===== src/sv/rmf_pkg.sv =====
// Shared types, constants and codes of the RGB 3x3 median filter.
`default_nettype none

package rmf_pkg;

    // Longest supported image row; the line stores hold one entry per column.
    localparam int MAX_LINE   = 1024;
    localparam int COL_W      = $clog2(MAX_LINE);
    localparam int WIDTH_W    = 11;
    localparam int HEIGHT_W   = 12;
    localparam int ROW_W      = HEIGHT_W + 1;
    localparam int POS_W      = 22;
    localparam int DIV_CNT_W  = $clog2(POS_W);
    localparam int CFG_IDX_W  = 1;
    localparam int CFG_DATA_W = 12;

    // Configuration register indexes.
    localparam logic [CFG_IDX_W-1:0] CFG_FRAME_WIDTH  = 1'b0;
    localparam logic [CFG_IDX_W-1:0] CFG_FRAME_HEIGHT = 1'b1;

    // Request opcode that flushes the tail of a frame.
    localparam logic OP_DRAIN = 1'b1;

    localparam int WIDTH_RESET_VAL  = 640;
    localparam int HEIGHT_RESET_VAL = 480;

    localparam logic [WIDTH_W-1:0]  WIDTH_RESET  = WIDTH_W'(WIDTH_RESET_VAL);
    localparam logic [HEIGHT_W-1:0] HEIGHT_RESET = HEIGHT_W'(HEIGHT_RESET_VAL);
    localparam logic [WIDTH_W-1:0]  MIN_WIDTH    = WIDTH_W'(3);
    localparam logic [WIDTH_W-1:0]  MAX_WIDTH    = WIDTH_W'(MAX_LINE);
    localparam logic [HEIGHT_W-1:0] MIN_HEIGHT   = HEIGHT_W'(3);

    localparam logic [POS_W-1:0] LAST_POS_RESET =
        POS_W'(WIDTH_RESET_VAL * HEIGHT_RESET_VAL - 1);
    localparam logic [POS_W-1:0] BOT_POS_RESET =
        POS_W'((HEIGHT_RESET_VAL - 1) * WIDTH_RESET_VAL);

    typedef logic [7:0] chan_t;
    // Index 2 is red, 1 is green, 0 is blue.
    typedef chan_t [2:0] pix_t;

    typedef struct packed {
        logic       opcode;
        logic [7:0] red_in;
        logic [7:0] green_in;
        logic [7:0] blue_in;
    } rmf_in_t;

    typedef struct packed {
        logic [7:0] red_out;
        logic [7:0] green_out;
        logic [7:0] blue_out;
        logic       frame_end;
    } rmf_out_t;

    // One window column, sorted per channel, plus its unsorted middle pixel.
    typedef struct packed {
        pix_t lo;
        pix_t md;
        pix_t hi;
        pix_t mid_orig;
    } col_t;

    // Index 2 is the newest column, index 1 the center column.
    typedef col_t [2:0] win_t;

    // Frame geometry derived from the configuration registers.
    typedef struct packed {
        logic                busy;
        logic [WIDTH_W-1:0]  width;
        logic [HEIGHT_W-1:0] height;
        logic [POS_W-1:0]    last_pos;
        logic [POS_W-1:0]    bot_pos;
        logic                col_load;
        logic [COL_W-1:0]    col_value;
    } geom_t;

endpackage

`default_nettype wire


===== src/sv/rmf_median_pipe.sv =====
// Two-stage median-of-nine network over a window of pre-sorted columns.
`default_nettype none

module rmf_median_pipe (
    input  logic          aclk,
    input  logic          load,
    input  rmf_pkg::win_t win,
    output rmf_pkg::pix_t med
);
    import rmf_pkg::*;

    pix_t lo_reg;
    pix_t md_reg;
    pix_t hi_reg;

    function automatic chan_t max8(chan_t a, chan_t b);
        return (a > b) ? a : b;
    endfunction

    function automatic chan_t min8(chan_t a, chan_t b);
        return (a < b) ? a : b;
    endfunction

    function automatic chan_t med3(chan_t a, chan_t b, chan_t c);
        return max8(min8(a, b), min8(max8(a, b), c));
    endfunction

    // With every column sorted, the median of nine is the median of the
    // largest low, the middle mid and the smallest high.
    always_ff @(posedge aclk) begin
        if (load) begin
            for (int ch = 0; ch < 3; ch++) begin
                lo_reg[ch] <= max8(max8(win[0].lo[ch], win[1].lo[ch]), win[2].lo[ch]);
                md_reg[ch] <= med3(win[0].md[ch], win[1].md[ch], win[2].md[ch]);
                hi_reg[ch] <= min8(min8(win[0].hi[ch], win[1].hi[ch]), win[2].hi[ch]);
            end
        end
    end

    always_comb begin
        for (int ch = 0; ch < 3; ch++) begin
            med[ch] = med3(lo_reg[ch], md_reg[ch], hi_reg[ch]);
        end
    end

endmodule

`default_nettype wire


===== config.mk =====
export PLATFORM = sky130hd
export DESIGN_NAME = rmf_median_pipe
export DESIGN_NICKNAME = d
export VERILOG_FILES = /design/src/sv/rmf_pkg.sv /design/src/sv/rmf_median_pipe.sv
export SDC_FILE = /design/constraint.sdc
export NUM_CORES = 1
export LEC_CHECK = 0
export BUFFER_PORTS_ARGS = -buffer_cell sky130_fd_sc_hd__buf_2
export CAP_MARGIN = 0
export CELL_PAD_IN_SITES_DETAIL_PLACEMENT = 0
export CELL_PAD_IN_SITES_GLOBAL_PLACEMENT = 1
export CORE_ASPECT_RATIO = 0.7
export CORE_MARGIN = 1
export CORE_UTILIZATION = 45
export CTS_BUF_LIST = sky130_fd_sc_hd__clkbuf_4
export CTS_CLUSTER_SIZE = 28
export DETAILED_ROUTE_END_ITERATION = 7
export PLACE_DENSITY_LB_ADDON = 0.1
export SKIP_CTS_REPAIR_TIMING = 1
export SLEW_MARGIN = 20
export SYNTH_ARGS = -nofsm -noshare
export SYNTH_HDL_FRONTEND = slang
export SYNTH_SLANG_ARGS = --single-unit

===== constraint.sdc =====
create_clock -name aclk -period 11.9 [get_ports aclk]
set_input_delay 0 -clock aclk [delete_from_list [all_inputs] [get_ports aclk]]
set_output_delay 0 -clock aclk [all_outputs]
set_load 0.05 [all_outputs]

==> results.py <==
metrics = {
    "yosys": {
        "ys_warn_count": 0,
        "synth_top_area_share_pct": 24.37,
        "synth_area_leaders": "ha_1, edfxtp_1, mux2_2, inv_1, mux2i_1",
        "yosysSeqAreaShare_pct": 18.47,
        "synth-edff-count": 72,
        "syn_inst": 1275,
        "synth_area_leader_cell": "ha_1",
        "yosysMostFrequentCell": "ha_1",
        "synthFlopType": "edfxtp_1",
        "syn_nets": 1793,
        "ys_async_sr_fraction_pct": 0,
        "synth_common_cells": "ha_1, inv_1, mux2_2",
        "synth_cell_types": 61,
        "syn-mean-instance-area_sq_um": 9.179,
        "ys_ff_latch": 72,
        "netlist_area_sq_um": 11700,
    },
    "global_routing": {
        "antenna_found_initial": 2,
        "met3_usage_pct": 4.214,
        "grt_busiest_layer": "met1",
        "grt_pass1_vias": 9487,
        "use_met2_pct": 33.35,
        "met1_usage_pct": 33.39,
        "grt_usage_pct": 22.27,
        "grt_pass1_wl_mm": 47.89,
        "overflow": 0,
        "grt_max_degree": 73,
    },
    "power": {
        "power.density_nw_per_um2": 197.1,
        "p_sw_mw": 1.517,
        "peakVddDrop_mv": 0.4649,
        "p_int_mw": 1.255,
        "leakagePower_nw": 7.128,
        "pwr-share-clk_pct": 4.8,
        "comb_power_share_pct": 80.9,
        "switching_share_pct": 54.71,
        "p_seq_share_pct": 14.3,
    },
    "die": {
        "fp.coreArea_sq_um": 25100,
        "fp-row-count": 48,
        "ioPinCount": 314,
        "initial_core_util_pct": 46.62,
        "die-height_um": 136.9,
        "die-area_sq_um": 26670,
        "chipWidth_um": 194.8,
    },
    "drt": {
        "wl_per_cell_um": 15.53,
        "vias": 10091,
        "drc": 0,
        "wl_mm": 29.75,
        "ant_nets": 0,
        "drtIter0Drc": 434,
        "avgViaCountPerCell": 5.267,
        "dr.pass1.iters": 5,
    },
    "hold_path": {
        "min_to": "md_reg[17]",
        "min_path_type": "primary input to flip-flop",
        "whs_path_depth": 3,
        "hold_start": "win[257]",
    },
    "clock_network": {
        "cts-htree-levels": 3,
        "clockBufferDepth": 2,
        "cts_buffers": 9,
        "clkTransAtPathRegs_ns": 0.11,
        "cts_tree": "done",
        "clkSinkCount": 72,
        "cts_root_buffer": "clkbuf_4",
    },
    "layout": {
        "fin_area_sq_um": 14060,
        "final.fill_count": 2353,
        "syn2layout_area_growth_pct": 20.15,
        "drive_gt1_share_pct": 29.52,
        "seqCellArea_sq_um": 2162,
        "multi_input_area_sq_um": 8761,
        "nNetsFinal": 2102,
    },
    "run_status": {
        "status": "finished, final reports clean",
    },
    "timing": {
        "fin_crit_sh_pct": 54.67,
        "hold_viol": 0,
        "setup_tns_ns": 0,
        "slew_headroom_pct": 31.21,
        "final_max_slew_viol_count": 0,
        "rsz0062_at_grt": "no",
        "whs_ns": 0.01207,
        "setup_viol": 0,
        "max_freq_ghz": 0.1537,
        "min_period_ns": 6.506,
        "worstMarginPinSlew_ns": 1.032,
    },
    "place": {
        "io_buffers": 241,
        "dp_hpwl_mm": 25.19,
        "gp_congestion": 0.8753,
        "place_area_sq_um": 13290,
    },
    "setup_path": {
        "path_class": "flip-flop to primary output",
        "start_kind": "flip-flop",
        "worstPathArrival_ns": 6.51,
        "cp.required_ns": 11.90,
        "critPathCaptureType": "primary output",
        "cp_max_fo": 11,
    },
    "run": {
        "cap_violations": 0,
    },
}
==> worst max path at each step <==
stage                    start       to  slack (ns)  cells after the start
finish               lo_reg[9]  med[13]        5.39                     24
global route        md_reg[15]  med[13]        4.87                     23
CTS                  lo_reg[9]  med[13]        5.34                     24
detailed placement   lo_reg[9]  med[13]        5.87                     24
global placement     lo_reg[9]  med[13]        5.87                     24
floorplan            lo_reg[9]  med[13]        6.30                     25
==> layer usage <==
layer / routed length, um / vias up
li1: - / 5334
met1: 15990 / 4551
met2: 12230 / 186
met3: 1290 / 18
met4: 229 / 2
met5: 13 / -
==> final cells by class <==
| cell class | count | area share (%) |
|---|---|---|
| antenna | 2 | 0.03559 |
| tap | 325 | 2.892 |
| multi-input combinational | 996 | 62.30 |
| clock inverter | 5 | 0.1691 |
| inverter | 195 | 5.205 |
| timing repair buffer | 310 | 13.44 |
| sequential | 72 | 15.38 |
| clock buffer | 11 | 0.5872 |
==> kinds of logic after synthesis <==
logic type	after synthesis	share of synthesized area (%)
AO/OA/AOI/OAI	291	18.10
adder cells (fa/ha/maj)	228	24.37
buffers and inverters	207	6.671
flip-flops	72	18.47
multiplexers	231	21.56
AND/OR/NAND/NOR	246	10.82
==> metrics by stage <==
step,util (%),power (mW),cells,setup slack [ns]
finish,56.02,2.772,1916,5.394
global route,56.00,3.018,1914,4.866
CTS,53.37,2.757,1848,5.338
detailed placement,52.95,2.610,1832,5.873
global placement,52.95,2.594,1832,5.872
floorplan,-,2.114,1275,6.304
==> power by group through the flow <==
stage	clock network (mW)	logic (mW)	registers (mW)
floorplan	0	1.73	0.379
global placement	0	2.20	0.399
detailed placement	0	2.21	0.400
CTS	0.141	2.22	0.395
global route	0.153	2.46	0.403
finish	0.134	2.24	0.396
==> placed cells by master (no fill, tap or decap), types with 4 or more instances in the layout <==
master / count
nor2_2: 4
nor3_1: 4
a21o_1: 39
and2_1: 5
nor2b_1: 26
o221a_2: 6
buf_2: 240
o211ai_2: 4
o21ai_1: 26
o221a_1: 12
o22a_1: 5
and4_1: 5
o211ai_1: 9
dlygate4sd3_1: 65
nor2_1: 60
ha_1: 228
mux2_2: 166
mux2i_1: 62
nand2_1: 64
and3_1: 7
o21a_1: 32
edfxtp_1: 72
o21bai_1: 5
nand4_1: 24
a21oi_1: 73
clkbuf_4: 11
buf_4: 5
nand3_1: 23
o21ai_0: 34
or2_2: 6
nand2b_1: 6
a211oi_1: 6
inv_1: 195
==> critical path: stages, from the launching register on <==
cell	delay (ns)
edfxtp_1	0.43
ha_1	0.32
nor2b_1	0.13
o211ai_1	0.16
a21oi_1	0.11
o21bai_1	0.66
mux2_2	0.45
ha_1	0.30
a21o_1	0.16
a21o_1	0.19
a211o_1	0.35
nor2_1	0.11
mux2_2	0.18
nand2b_1	0.37
mux2i_1	0.24
ha_1	0.26
a21o_1	0.19
a21oi_1	0.14
o21a_1	0.12
o21ai_0	0.06
o31ai_1	0.07
buf_4	0.25
o211ai_2	0.20
o221ai_1	0.29
buf_2	0.32
Note: power is estimated with default switching activity, not from simulation.
