## src/sv/rmf_pkg.sv

```systemverilog
// Shared types, constants and codes of the RGB 3x3 median filter.
`default_nettype none

package rmf_pkg;

    // Longest supported image row; the line stores hold one entry per column.
    localparam int MAX_LINE   = 1024;
    localparam int COL_W      = $clog2(MAX_LINE);
    localparam int WIDTH_W    = 11;
    localparam int HEIGHT_W   = 12;
    localparam int ROW_W      = HEIGHT_W + 1;
    localparam int POS_W      = 22;
    localparam int DIV_CNT_W  = $clog2(POS_W);
    localparam int CFG_IDX_W  = 1;
    localparam int CFG_DATA_W = 12;

    // Configuration register indexes.
    localparam logic [CFG_IDX_W-1:0] CFG_FRAME_WIDTH  = 1'b0;
    localparam logic [CFG_IDX_W-1:0] CFG_FRAME_HEIGHT = 1'b1;

    // Request opcode that flushes the tail of a frame.
    localparam logic OP_DRAIN = 1'b1;

    localparam int WIDTH_RESET_VAL  = 640;
    localparam int HEIGHT_RESET_VAL = 480;

    localparam logic [WIDTH_W-1:0]  WIDTH_RESET  = WIDTH_W'(WIDTH_RESET_VAL);
    localparam logic [HEIGHT_W-1:0] HEIGHT_RESET = HEIGHT_W'(HEIGHT_RESET_VAL);
    localparam logic [WIDTH_W-1:0]  MIN_WIDTH    = WIDTH_W'(3);
    localparam logic [WIDTH_W-1:0]  MAX_WIDTH    = WIDTH_W'(MAX_LINE);
    localparam logic [HEIGHT_W-1:0] MIN_HEIGHT   = HEIGHT_W'(3);

    localparam logic [POS_W-1:0] LAST_POS_RESET =
        POS_W'(WIDTH_RESET_VAL * HEIGHT_RESET_VAL - 1);
    localparam logic [POS_W-1:0] BOT_POS_RESET =
        POS_W'((HEIGHT_RESET_VAL - 1) * WIDTH_RESET_VAL);

    typedef logic [7:0] chan_t;
    // Index 2 is red, 1 is green, 0 is blue.
    typedef chan_t [2:0] pix_t;

    typedef struct packed {
        logic       opcode;
        logic [7:0] red_in;
        logic [7:0] green_in;
        logic [7:0] blue_in;
    } rmf_in_t;

    typedef struct packed {
        logic [7:0] red_out;
        logic [7:0] green_out;
        logic [7:0] blue_out;
        logic       frame_end;
    } rmf_out_t;

    // One window column, sorted per channel, plus its unsorted middle pixel.
    typedef struct packed {
        pix_t lo;
        pix_t md;
        pix_t hi;
        pix_t mid_orig;
    } col_t;

    // Index 2 is the newest column, index 1 the center column.
    typedef col_t [2:0] win_t;

    // Frame geometry derived from the configuration registers.
    typedef struct packed {
        logic                busy;
        logic [WIDTH_W-1:0]  width;
        logic [HEIGHT_W-1:0] height;
        logic [POS_W-1:0]    last_pos;
        logic [POS_W-1:0]    bot_pos;
        logic                col_load;
        logic [COL_W-1:0]    col_value;
    } geom_t;

endpackage

`default_nettype wire

```

## src/sv/rmf_cfg_unit.sv

```systemverilog
// Configuration registers and the frame geometry recalculation after a write.
`default_nettype none

module rmf_cfg_unit (
    input  logic                            aclk,
    input  logic                            aresetn,
    input  logic                            cfg_wr_en,
    input  logic [rmf_pkg::CFG_IDX_W-1:0]   cfg_index,
    input  logic [rmf_pkg::CFG_DATA_W-1:0]  cfg_wr_data,
    input  logic [rmf_pkg::POS_W-1:0]       out_pos,
    output rmf_pkg::geom_t                  geom
);
    import rmf_pkg::*;

    typedef enum logic [2:0] {
        ST_IDLE = 3'b001,
        ST_MULT = 3'b010,
        ST_DIV  = 3'b100
    } calc_state_t;

    calc_state_t state_reg;
    calc_state_t state_next;

    logic [WIDTH_W-1:0]          width_reg;
    logic [HEIGHT_W-1:0]         height_reg;
    logic [WIDTH_W-1:0]          width_eff;
    logic [HEIGHT_W-1:0]         height_eff;
    logic [WIDTH_W+HEIGHT_W-1:0] area_full;
    logic [POS_W-1:0]            area_reg;
    logic [POS_W-1:0]            last_pos_reg;
    logic [POS_W-1:0]            bot_pos_reg;
    logic [COL_W-1:0]            rem_reg;
    logic [COL_W:0]              rem_shift;
    logic [COL_W-1:0]            rem_next;
    logic [DIV_CNT_W-1:0]        bit_cnt_reg;

    always_comb begin
        if (width_reg < MIN_WIDTH) begin
            width_eff = MIN_WIDTH;
        end else if (width_reg > MAX_WIDTH) begin
            width_eff = MAX_WIDTH;
        end else begin
            width_eff = width_reg;
        end
        height_eff = (height_reg < MIN_HEIGHT) ? MIN_HEIGHT : height_reg;
    end

    assign area_full = (WIDTH_W+HEIGHT_W)'(width_eff) * (WIDTH_W+HEIGHT_W)'(height_eff);

    // Restoring division, one bit of the output position per cycle, to find
    // the output column under the new width.
    assign rem_shift = {rem_reg, out_pos[bit_cnt_reg]};
    assign rem_next  = (rem_shift >= (COL_W+1)'(width_eff))
                     ? COL_W'(rem_shift - (COL_W+1)'(width_eff))
                     : rem_shift[COL_W-1:0];

    always_comb begin
        unique case (state_reg)
            ST_IDLE: begin
                state_next = ST_IDLE;
            end
            ST_MULT: begin
                state_next = ST_DIV;
            end
            ST_DIV: begin
                state_next = (bit_cnt_reg == '0) ? ST_IDLE : ST_DIV;
            end
            default: begin
                state_next = ST_IDLE;
            end
        endcase
        if (cfg_wr_en) begin
            state_next = ST_MULT;
        end
    end

    always_ff @(posedge aclk) begin
        if (!aresetn) begin
            state_reg    <= ST_IDLE;
            width_reg    <= WIDTH_RESET;
            height_reg   <= HEIGHT_RESET;
            last_pos_reg <= LAST_POS_RESET;
            bot_pos_reg  <= BOT_POS_RESET;
            bit_cnt_reg  <= '0;
        end else begin
            state_reg <= state_next;
            if (cfg_wr_en) begin
                unique case (cfg_index)
                    CFG_FRAME_WIDTH: begin
                        width_reg <= cfg_wr_data[WIDTH_W-1:0];
                    end
                    CFG_FRAME_HEIGHT: begin
                        height_reg <= cfg_wr_data[HEIGHT_W-1:0];
                    end
                endcase
            end
            if (state_reg == ST_MULT) begin
                bit_cnt_reg <= DIV_CNT_W'(POS_W - 1);
            end
            if (state_reg == ST_DIV) begin
                last_pos_reg <= area_reg - 1'b1;
                bot_pos_reg  <= area_reg - POS_W'(width_eff);
                bit_cnt_reg  <= bit_cnt_reg - 1'b1;
            end
        end
    end

    always_ff @(posedge aclk) begin
        if (state_reg == ST_MULT) begin
            area_reg <= area_full[POS_W-1:0];
            rem_reg  <= '0;
        end
        if (state_reg == ST_DIV) begin
            rem_reg <= rem_next;
        end
    end

    assign geom.busy      = (state_reg != ST_IDLE);
    assign geom.width     = width_eff;
    assign geom.height    = height_eff;
    assign geom.last_pos  = last_pos_reg;
    assign geom.bot_pos   = bot_pos_reg;
    assign geom.col_load  = (state_reg == ST_DIV) && (bit_cnt_reg == '0);
    assign geom.col_value = rem_next;

endmodule

`default_nettype wire

```

## config.mk

```make
export PLATFORM = sky130hd
export DESIGN_NAME = rmf_cfg_unit
export DESIGN_NICKNAME = d
export VERILOG_FILES = /design/src/sv/rmf_pkg.sv /design/src/sv/rmf_cfg_unit.sv
export SDC_FILE = /design/constraint.sdc
export NUM_CORES = 1
export LEC_CHECK = 0
export ABC_AREA = 1
export BUFFER_PORTS_ARGS = -buffer_cell sky130_fd_sc_hd__buf_2
export CAP_MARGIN = 20
export CORE_AREA = 2 2 237 122
export DETAILED_ROUTE_END_ITERATION = 6
export DIE_AREA = 0 0 239 124
export PLACE_DENSITY = 0.68
export SYNTH_ARGS = -nofsm -noshare
export SYNTH_HDL_FRONTEND = slang
export SYNTH_SLANG_ARGS = --single-unit
```

## constraint.sdc

```tcl
create_clock -name aclk -period 5.5 [get_ports aclk]
set_clock_uncertainty 0.1 [all_clocks]
set_input_delay 0.55 -clock aclk [delete_from_list [all_inputs] [get_ports aclk]]
set_output_delay 0.55 -clock aclk [all_outputs]
set_load 0.05 [all_outputs]
```

==> impl_metrics.ini, run 1 <==
[place]
io_buffers = 116
dp_cells = 1956
dpl_cell_area_mm2 = 0.0120
place_congestion = 0.923
dpl.hpwl_mm = 23.5

[clock_tree]
htree_num_levels = 3
cts_buffers = 9
clk-insertion-delay-late_ns = 0.37
clkTransAtPathRegs_ns = 0.08
clockBufferDepth = 2
tritoncts = yes
cts_sinks = 107
cts_root_buf = clkbuf_16
postCtsHoldBufs = 0

[setup_path]
worst-path-max-fanout = 5
critPathBufInv = 5
worstPathRequired_ns = 5.51
criticalPathCategory = reg -> reg
critPathMaxStageDelay_ns = 0.54
end_kind = register
rrSetupSlack_ns = 0.12
path_delay_family = adder cells
arrival_ns = 5.39
critPathLaunchType = register
crit_path_top_delay_cell = fa_1
path_common_cell = nand2_1

[floorplanning]
start_util = 0.389
fp.dieH_um = 124
io_pins = 117
design.core.area_mm2 = 0.0274
die_w_um = 239
core.rowCount = 43
die-area_mm2 = 0.0296

[sta]
maxSlewHeadroom = 0.381
period_minus_slack_ns = 5.38
fmax_mhz = 186
fin_crit_sh = 0.978
setup_tns_ns = 0
slew_violations = 0
rsz0062_at_grt = true
finalHoldViolCount = 0
tightest_slew_ns = 0.927
finalSetupViolCount = 0

[run_status]
status = finished clean

[hold_path]
min_path_type = in -> reg

[final_layout]
layout_common_cells = nand2_1, inv_1, nor2_1
fin_nets = 1833
register_area_mm2 = 0.00246
antennaDiodeCount = 0
fill_cells = 2663
final_common_cell = nand2_1
finalNonFillerCells = 1988
multi_input_area_mm2 = 0.00738
drive_above_1_share = 0.217
syn_to_final_growth_pct = 21.1
stdcell_area_mm2 = 0.0129

[synth]
syn_area_mm2 = 0.0107
syn_avg_cell_area_um2 = 7.30
yosysTopAreaCellShare = 0.169
ys.flop_type = dfxtp_1
synth_edf_count = 32
async_flop_share = 0
synth_area_leader_cell = fa_1
synth.area.top_cells = fa_1, dfxtp_1, nand2_1, ha_1, inv_1
seq_area_frac_synth = 0.231
synth_cell_type_count = 51
syn_inst = 1461
synth.ff_latch_count = 107
syn-num-nets = 1671
yosysWarnings = 0

[routing]
drt_drc_violations_left = 0
drtPass1Iterations = 5
met2_length_mm = 13.1
num_vias = 9707
wire_per_inst_um = 15.0
drtIter0Drc = 639
wl_met1_mm = 14.4
vias_per_cell = 4.88
top_layer = met4
postRouteAntennaNets = 0
met3_length_mm = 1.98
wl_mm = 29.8

[global_routing]
grt_pass1_wl_mm = 47.0
antenna_found_initial = 0
grt_pass1_vias = 9168
grt.overflow.total = 0
grt_max_degree = 56
grt_usage = 0.202

[power]
leakage_uw = 0.00651
power_density_mw_per_mm2 = 285
peakVddDrop_mv = 0.212

[run]
drv_cap = 0
path summary, 6_finish.rpt:
kind                                      from                           end  depth (start not counted)
setup reg to reg     width_reg[6]$_SDFFE_PN0P_        area_reg[19]$_DFFE_PP_                         25
setup / recovery     width_reg[6]$_SDFFE_PN0P_        area_reg[19]$_DFFE_PP_                         25
hold reg to reg   bot_pos_reg[13]$_SDFFE_PN1P_  bot_pos_reg[13]$_SDFFE_PN1P_                          2
hold / removal                       cfg_wr_en       state_reg[2]$_SDFF_PP0_                          2
synth_stat cells (2+ instances only):
master	instances
nand2_1	315
inv_1	266
nor2_1	183
fa_1	90
ha_1	82
a21oi_1	79
nand3_1	77
dfxtp_1	75
o21ai_0	66
clkbuf_1	32
edfxtp_1	32
xor2_1	21
nand4_1	16
xnor2_1	12
a21oi_2	11
buf_2	10
nand2_4	10
o21ai_2	10
inv_2	8
nor3_1	8
inv_4	7
o21ai_1	6
o211ai_1	5
nor4_1	3
a211oi_1	2
a21boi_0	2
a21boi_2	2
a21o_1	2
a31oi_1	2
buf_4	2
nand2_2	2
nor2_2	2
nor3_4	2
o21bai_1	2
metal layers:
layer,GRT usage,up-vias
li1,-,4885
met3,0.0426,23
met5,0,-
met2,0.321,251
met1,0.289,4548
met4,0.0313,0
kinds of logic (layout without fill, tap and decap cells):
kind of cell / after synthesis / count (layout) / share of synthesized area
adder cells (fa/ha/maj): 172 / 172 / 0.265
AO/OA/AOI/OAI: 194 / 194 / 0.105
AND/OR/NAND/NOR: 627 / 627 / 0.252
buffers and inverters: 328 / 495 / 0.121
flip-flops: 107 / 107 / 0.231
XOR/XNOR: 33 / 33 / 0.0271
area by class of cell:
type / instances / share of cell area
inverters: 282 / 0.0846
well taps: 360 / 0.0348
clock buffers: 9 / 0.0174
flip-flops and latches: 107 / 0.191
clock inverters: 7 / 0.00668
repair buffers: 197 / 0.0947
multi-input cells: 1026 / 0.571
repair_timing:
action	in CTS	in global routing
setup endpoints to repair	9	12
cloned	0	0
pin swaps	0	75
resized for setup	8	113
hold endpoints to repair	0	0
setup buffers	1	15
where the power goes:
group,internal (uW),switching [uW],total (uW)
Combinational,829,1250,2080
Sequential,878,28.3,906
Clock,362,329,690
metrics by stage:
step,total power (uW),worst slack (ns),hold slack (ns),util
floorplan,2030,0.00259,0.345,-
global placement,2450,0.00525,0.347,0.437
detailed placement,2460,-0.128,0.353,0.437
CTS,3180,-0.0349,0.300,0.450
global route,3940,-0.0928,0.317,0.471
finish,3680,0.123,0.313,0.471
No activity file was read; power rests on OpenSTA's default activity.
==> run 2, diff against run 1 <==
--- a/config.mk
+++ b/config.mk
@@ -5,12 +5,11 @@
 export SDC_FILE = /design/constraint.sdc
 export NUM_CORES = 1
 export LEC_CHECK = 0
-export ABC_AREA = 1
 export BUFFER_PORTS_ARGS = -buffer_cell sky130_fd_sc_hd__buf_2
 export CAP_MARGIN = 20
-export CORE_AREA = 2 2 237 122
+export CORE_AREA = 2 2 228 118
 export DETAILED_ROUTE_END_ITERATION = 6
-export DIE_AREA = 0 0 239 124
+export DIE_AREA = 0 0 230 120
 export PLACE_DENSITY = 0.68
 export SYNTH_ARGS = -nofsm -noshare
 export SYNTH_HDL_FRONTEND = slang
==> run 2 against run 1 <==
  * Hold slack better by 0.00051 ns
  * Highest routed layer unchanged
  * Combinational power decreased by 54%
  * Critical path type unchanged
  * Synthesized area is 8.3% lower
  * Non-clock buffer count decreased by 14
  * Wire length shrank 6.7%
  * First-iteration DRC count increased by 20%
==> impl_metrics.ini, run 2 <==
[run_status]
status = finished clean

[synth]
synth_area_leader_cell = fa_1
synth_edf_count = 32
synth_most_common_cell = nand2_1
seq_area_frac_synth = 0.252
async_flop_share = 0
syn_inst = 1120
syn_avg_cell_area_um2 = 8.74
yosysWarnings = 0
synth.area.top_cells = fa_1, dfxtp_1, ha_1, edfxtp_1, nand2_1
yosysTopAreaCellShare = 0.184
synth_cell_type_count = 54
synth.ff_latch_count = 107
syn_area_mm2 = 0.00979
syn-num-nets = 1330
ys.flop_type = dfxtp_1
synth_common_cells = nand2_1, inv_1, fa_1

[clock_tree]
cts_sinks = 107
cts_root_buf = clkbuf_16
htree_num_levels = 3
clockBufferDepth = 2
cts_buffers = 9
clkTransAtPathRegs_ns = 0.08
clk-insertion-delay-late_ns = 0.37
tritoncts = yes

[floorplanning]
fp.dieH_um = 120
core.rowCount = 42
die_w_um = 230
io_pins = 117
design.core.area_mm2 = 0.0257
start_util = 0.380
die-area_mm2 = 0.0276

[hold_path]
hold_start = cfg_wr_data[8]
min_path_type = in -> reg
holdPathEnd = height_reg[8]$_SDFFE_PN1P_
worst_hold_path.num_cells = 3

[place]
dpl.hpwl_mm = 22.5
place_congestion = 0.916
dp_cells = 1591
dpl_cell_area_mm2 = 0.0111
io_buffers = 116
pre_cts_slack_ns = -0.0741

[power]
power.switching_uw = 937
sw_frac_of_total = 0.373
leakage_uw = 0.00537
pwr-share-comb = 0.383
power_density_mw_per_mm2 = 217
pwr-share-seq = 0.349
peakVddDrop_mv = 0.141
p_clk_frac = 0.268
intPower_uw = 1580

[final_layout]
multi_input_area_mm2 = 0.00673
register_area_mm2 = 0.00247
finalNonFillerCells = 1608
final_common_cell = nand2_1
drive_above_1_share = 0.208
fin_nets = 1461
layout_common_cells = nand2_1, inv_1, buf_2
antennaDiodeCount = 0
fill_cells = 2555
stdcell_area_mm2 = 0.0116
syn_to_final_growth_pct = 18.5

[sta]
finalHoldViolCount = 0
maxSlewHeadroom = 0.327
rsz0062_at_grt = true
tightest_slew_ns = 1.01
setup_tns_ns = 0
period_minus_slack_ns = 5.35
fmax_mhz = 187
fin_crit_sh = 0.973
slew_violations = 0
fin_ws_ns = 0.150
finalSetupViolCount = 0
timing.hold.ws_ns = 0.314

[routing]
drt_drc_violations_left = 0
vias_per_cell = 5.17
num_vias = 8308
drtIter0Drc = 764
wl_mm = 27.8
drtPass1Iterations = 5
postRouteAntennaNets = 0
wire_per_inst_um = 17.3

[global_routing]
antenna_found_initial = 0
grt.overflow.total = 0
grt_pass1_wl_mm = 44.2
grt_max_degree = 58
grt_pass1_vias = 8034
grt_usage = 0.207

[setup_path]
critPathLaunchType = register
criticalPathCategory = reg -> reg
worst-path-max-fanout = 9
r2r-start = width_reg[10]$_SDFFE_PN0P_
r2r_cells = 19
worstPathRequired_ns = 5.52
r2r_end = area_reg[20]$_DFFE_PP_
arrival_ns = 5.37
rrSetupSlack_ns = 0.15
end_kind = register

[run]
drv_cap = 0
## run 2: changes by cell type after synthesis, moves of 12 or more
cell,delta
nand2_1,-138
nand4_1,-12
a21oi_1,-15
clkbuf_1,+26
o21ai_0,-32
inv_1,-120
xnor2_1,+24
nor2_1,-118
and2_1,+56
nand3_1,-66
o211ai_1,+15
## run 2: cell type report
cell class,instances,area share
clock buffer,10,0.0216
timing repair buffer,183,0.0949
inverter,146,0.0477
sequential,107,0.213
tap,352,0.0380
multi-input combinational,804,0.580
clock inverter,6,0.00443
## run 2: metrics by stage
step,power (uW),util
finish,2510,0.450
floorplan,1530,-
global placement,1790,0.430
CTS,2490,0.444
detailed placement,1800,0.430
global route,2660,0.450
## run 2: power groups by stage
stage               logic, uW  registers [uW]  clock network [uW]
global placement          896             892                   0
global route             1070             879                 711
detailed placement        908             892                   0
finish                    964             876                 673
floorplan                 645             887                   0
CTS                       932             874                 687
## run 2: how the worst max path moves through the flow
stage | slack [ns] | startpoint | to | cells after the start
6_report | 0.15 | width_reg[10]$_SDFFE_PN0P_ | area_reg[20]$_DFFE_PP_ | 19
5_1_grt | -0.04 | height_reg[6]$_SDFFE_PN1P_ | area_reg[20]$_DFFE_PP_ | 22
4_1_cts | 0.003 | height_reg[9]$_SDFFE_PN0P_ | area_reg[20]$_DFFE_PP_ | 21
3_5_place_dp | -0.07 | width_reg[10]$_SDFFE_PN0P_ | area_reg[20]$_DFFE_PP_ | 18
3_3_place_gp | 0.01 | height_reg[2]$_SDFFE_PN0P_ | area_reg[18]$_DFFE_PP_ | 21
2_1_floorplan | 0.0007 | height_reg[6]$_SDFFE_PN1P_ | area_reg[20]$_DFFE_PP_ | 21
## run 2: critical path, cell delays in order (launching register included)
cell and delay, ns:
dfxtp_4 0.44, inv_1 0.09, nand2_1 0.08, inv_1 0.11, and2_1 0.20, fa_1 0.49, fa_1 0.53, fa_1 0.52
fa_1 0.54, inv_1 0.05, fa_1 0.52, inv_1 0.04, ha_1 0.30, buf_4 0.18, a31oi_4 0.19, a21oi_2 0.09
a211oi_4 0.21, a21oi_2 0.10, a31oi_1 0.18, xnor2_1 0.11
## run 2: cells by family after synthesis
kind of cell / after synthesis / share of synthesized area
and+or+nand+nor: 371 / 0.176
buffers and inverters: 209 / 0.0840
AOI/OAI and AO/OA: 182 / 0.116
adders and majority gates: 172 / 0.289
DFF: 107 / 0.252
xor gates and xnor gates: 60 / 0.0537
muxes: 19 / 0.0299
## run 2: timing repair
action	in CTS	in global routing
hold buffers	0	0
buffers inserted	1	0
hold endpoints to repair	0	0
gates resized for setup	13	35
pin swaps	12	27
setup endpoints to repair	4	13
## run 2: per-layer routing
layer,up-vias,track usage,share of wire
met1,4100,0.318,0.50
met3,11,0.0625,0.090
met5,-,0,0
met2,275,0.286,0.40
li1,3922,-,-
met4,0,0.0266,0.0058
==> run 3, diff against run 2 <==
--- a/config.mk
+++ b/config.mk
@@ -7,10 +7,10 @@
 export LEC_CHECK = 0
 export BUFFER_PORTS_ARGS = -buffer_cell sky130_fd_sc_hd__buf_2
 export CAP_MARGIN = 20
-export CORE_AREA = 2 2 228 118
+export CORE_AREA = 2 2 230 119
 export DETAILED_ROUTE_END_ITERATION = 6
-export DIE_AREA = 0 0 230 120
-export PLACE_DENSITY = 0.68
+export DIE_AREA = 0 0 232 121
+export PLACE_DENSITY = 0.67
 export SYNTH_ARGS = -nofsm -noshare
 export SYNTH_HDL_FRONTEND = slang
 export SYNTH_SLANG_ARGS = --single-unit
==> run 3 against run 2 <==
  * Cell count about the same
  * Die area increased by 1.7%
  * Design area increased by 0.38%
  * Register-to-register slack got worse by 0.03 ns
  * First-iteration DRC count shrank 17%
  * Non-clock buffer count shrank 1
  * Highest routed layer unchanged
  * Largest cell class unchanged
  * Worst setup slack worse by 0.033 ns
  * Hold slack gained 0.0091 ns
  * Critical endpoint is now area_reg[16]$_DFFE_PP_
  * Critical path depth increased by 4
==> impl_metrics.ini, run 3 (synthesis results as in run 2) <==
[run_status]
status = finished clean

[setup_path]
end_kind = register
arrival_ns = 5.40
crit_start = height_reg[2]$_SDFFE_PN0P_
r2r-start = height_reg[2]$_SDFFE_PN0P_
critPathLaunchType = register
r2r_end = area_reg[16]$_DFFE_PP_
endpoint = area_reg[16]$_DFFE_PP_
worst-path-max-fanout = 4
worstPathRequired_ns = 5.51
r2r_cells = 23
rrSetupSlack_ns = 0.12
criticalPathCategory = reg -> reg

[place]
place_congestion = 0.889
dpl_cell_area_mm2 = 0.0110
pre_cts_slack_ns = -0.128
io_buffers = 116
dpl.hpwl_mm = 22.4

[clock_tree]
cts_root_buf = clkbuf_16
clkTransAtPathRegs_ns = 0.08
postCtsHoldBufs = 0
clockBufferDepth = 2
clk-insertion-delay-late_ns = 0.37
htree_num_levels = 3
cts_sinks = 107
tritoncts = yes
cts_buffers = 9

[floorplanning]
io_pins = 117
die-area_mm2 = 0.0281
start_util = 0.376
core.rowCount = 42
die_w_um = 232
fp.dieH_um = 121
design.core.area_mm2 = 0.0260

[global_routing]
grt_pass1_wl_mm = 43.3
grt_pass1_vias = 7772
grt.overflow.total = 0
grt_usage = 0.201
grt_max_degree = 58
antenna_found_initial = 2

[sta]
fin_crit_sh = 0.979
tightest_slew_ns = 1.02
fmax_mhz = 186
maxSlewHeadroom = 0.318
finalHoldViolCount = 0
fin_ws_ns = 0.117
period_minus_slack_ns = 5.38
finalSetupViolCount = 0
slew_violations = 0
setup_tns_ns = 0

[routing]
vias_per_cell = 5.14
wl_mm = 27.9
postRouteAntennaNets = 0
drtPass1Iterations = 5
num_vias = 8265
drtIter0Drc = 633
drt_drc_violations_left = 0
wire_per_inst_um = 17.4

[power]
intPower_uw = 1580
peakVddDrop_mv = 0.147
leakage_uw = 0.00539
p_clk_frac = 0.264
power_density_mw_per_mm2 = 218
pwr-share-seq = 0.346
power.switching_uw = 958
sw_frac_of_total = 0.378
pwr-share-comb = 0.390

[final_layout]
stdcell_area_mm2 = 0.0116
drive_above_1_share = 0.207
antennaDiodeCount = 0
layout_common_cells = nand2_1, inv_1, buf_2
syn_to_final_growth_pct = 18.9
final_common_cell = nand2_1
fin_nets = 1460

[run]
drv_cap = 0

[hold_path]
min_path_type = in -> reg
hold_start = cfg_wr_data[6]
## run 3: changes by cell type in the layout (fill, tap and decap cells not counted), moves of 2 or more
cell / change
buf_6: +2
fa_1: +2
nor2b_2: -2
dfxtp_1: -2
nor2b_4: +2
clkinv_8: +2
dfxtp_2: +2
inv_8: -2
fa_2: -2
inv_6: +3
buf_4: -4
## run 3: area by class of cell
type	count	area [um^2]
flip-flops and latches	107	2470
well taps	352	440
inverters	146	553
clock buffers	10	239
fillers	2525	14400
multi-input cells	804	6750
clock inverters	6	67.6
repair buffers	182	1110
## run 3: metal layers
| metal | global-route usage | up-vias | routed length [um] |
|---|---|---|---|
| met5 | 0 | - | 0 |
| li1 | - | 3918 | - |
| met2 | 0.274 | 292 | 11200 |
| met4 | 0.0272 | 0 | 190 |
| met1 | 0.316 | 4035 | 13900 |
| met3 | 0.0559 | 20 | 2620 |
## run 3: worst min path at each step
| stage | to | slack [ns] | depth (start not counted) |
|---|---|---|---|
| after CTS | height_reg[6]$_SDFFE_PN1P_ | 0.31 | 3 |
| after global placement | bot_pos_reg[4]$_SDFFE_PN0P_ | 0.34 | 2 |
| after detailed placement | bot_pos_reg[1]$_SDFFE_PN0P_ | 0.35 | 2 |
| after floorplan | width_reg[0]$_SDFFE_PN0P_ | 0.34 | 2 |
| final | height_reg[6]$_SDFFE_PN1P_ | 0.32 | 3 |
| after global routing | height_reg[6]$_SDFFE_PN1P_ | 0.33 | 3 |
## run 3: metrics by stage
stage                     hold slack (ns)  total power [uW]   util  cells
final                               0.323              2530  0.447   1607
after global routing                0.326              2690  0.447   1607
after global placement              0.341              1790  0.423   1584
after floorplan                     0.337              1530      -   1120
after detailed placement            0.348              1800  0.423   1584
after CTS                           0.307              2480  0.437   1602
## run 3: power by group through the flow
stage	logic, uW	clock network, uW	registers (uW)
3_5_place_dp	906	0	893
5_1_grt	1100	712	880
6_report	988	670	877
3_3_place_gp	895	0	892
2_1_floorplan	645	0	887
4_1_cts	921	681	876
## run 3: critical path, cell delays in order (launching register included)
cell and delay, ns:
dfxtp_2 0.34, nor4_4 0.28, and3_4 0.26, nor2_4 0.06, inv_4 0.05, buf_4 0.12
nand2_1 0.08, fa_2 0.36, fa_1 0.49, fa_1 0.49, inv_1 0.06, fa_1 0.53
inv_1 0.05, fa_1 0.53, inv_1 0.06, ha_4 0.27, o21ai_0 0.07, a31oi_1 0.20
buf_4 0.18, a211oi_4 0.06, buf_4 0.13, buf_4 0.12, buf_4 0.12, xnor2_1 0.11
## run 3: what timing repair did
| action | in CTS | in global routing |
|---|---|---|
| pin swaps | 15 | 16 |
| gates resized for setup | 11 | 42 |
| endpoints found under the setup margin | 6 | 14 |
| setup buffers | 2 | 5 |
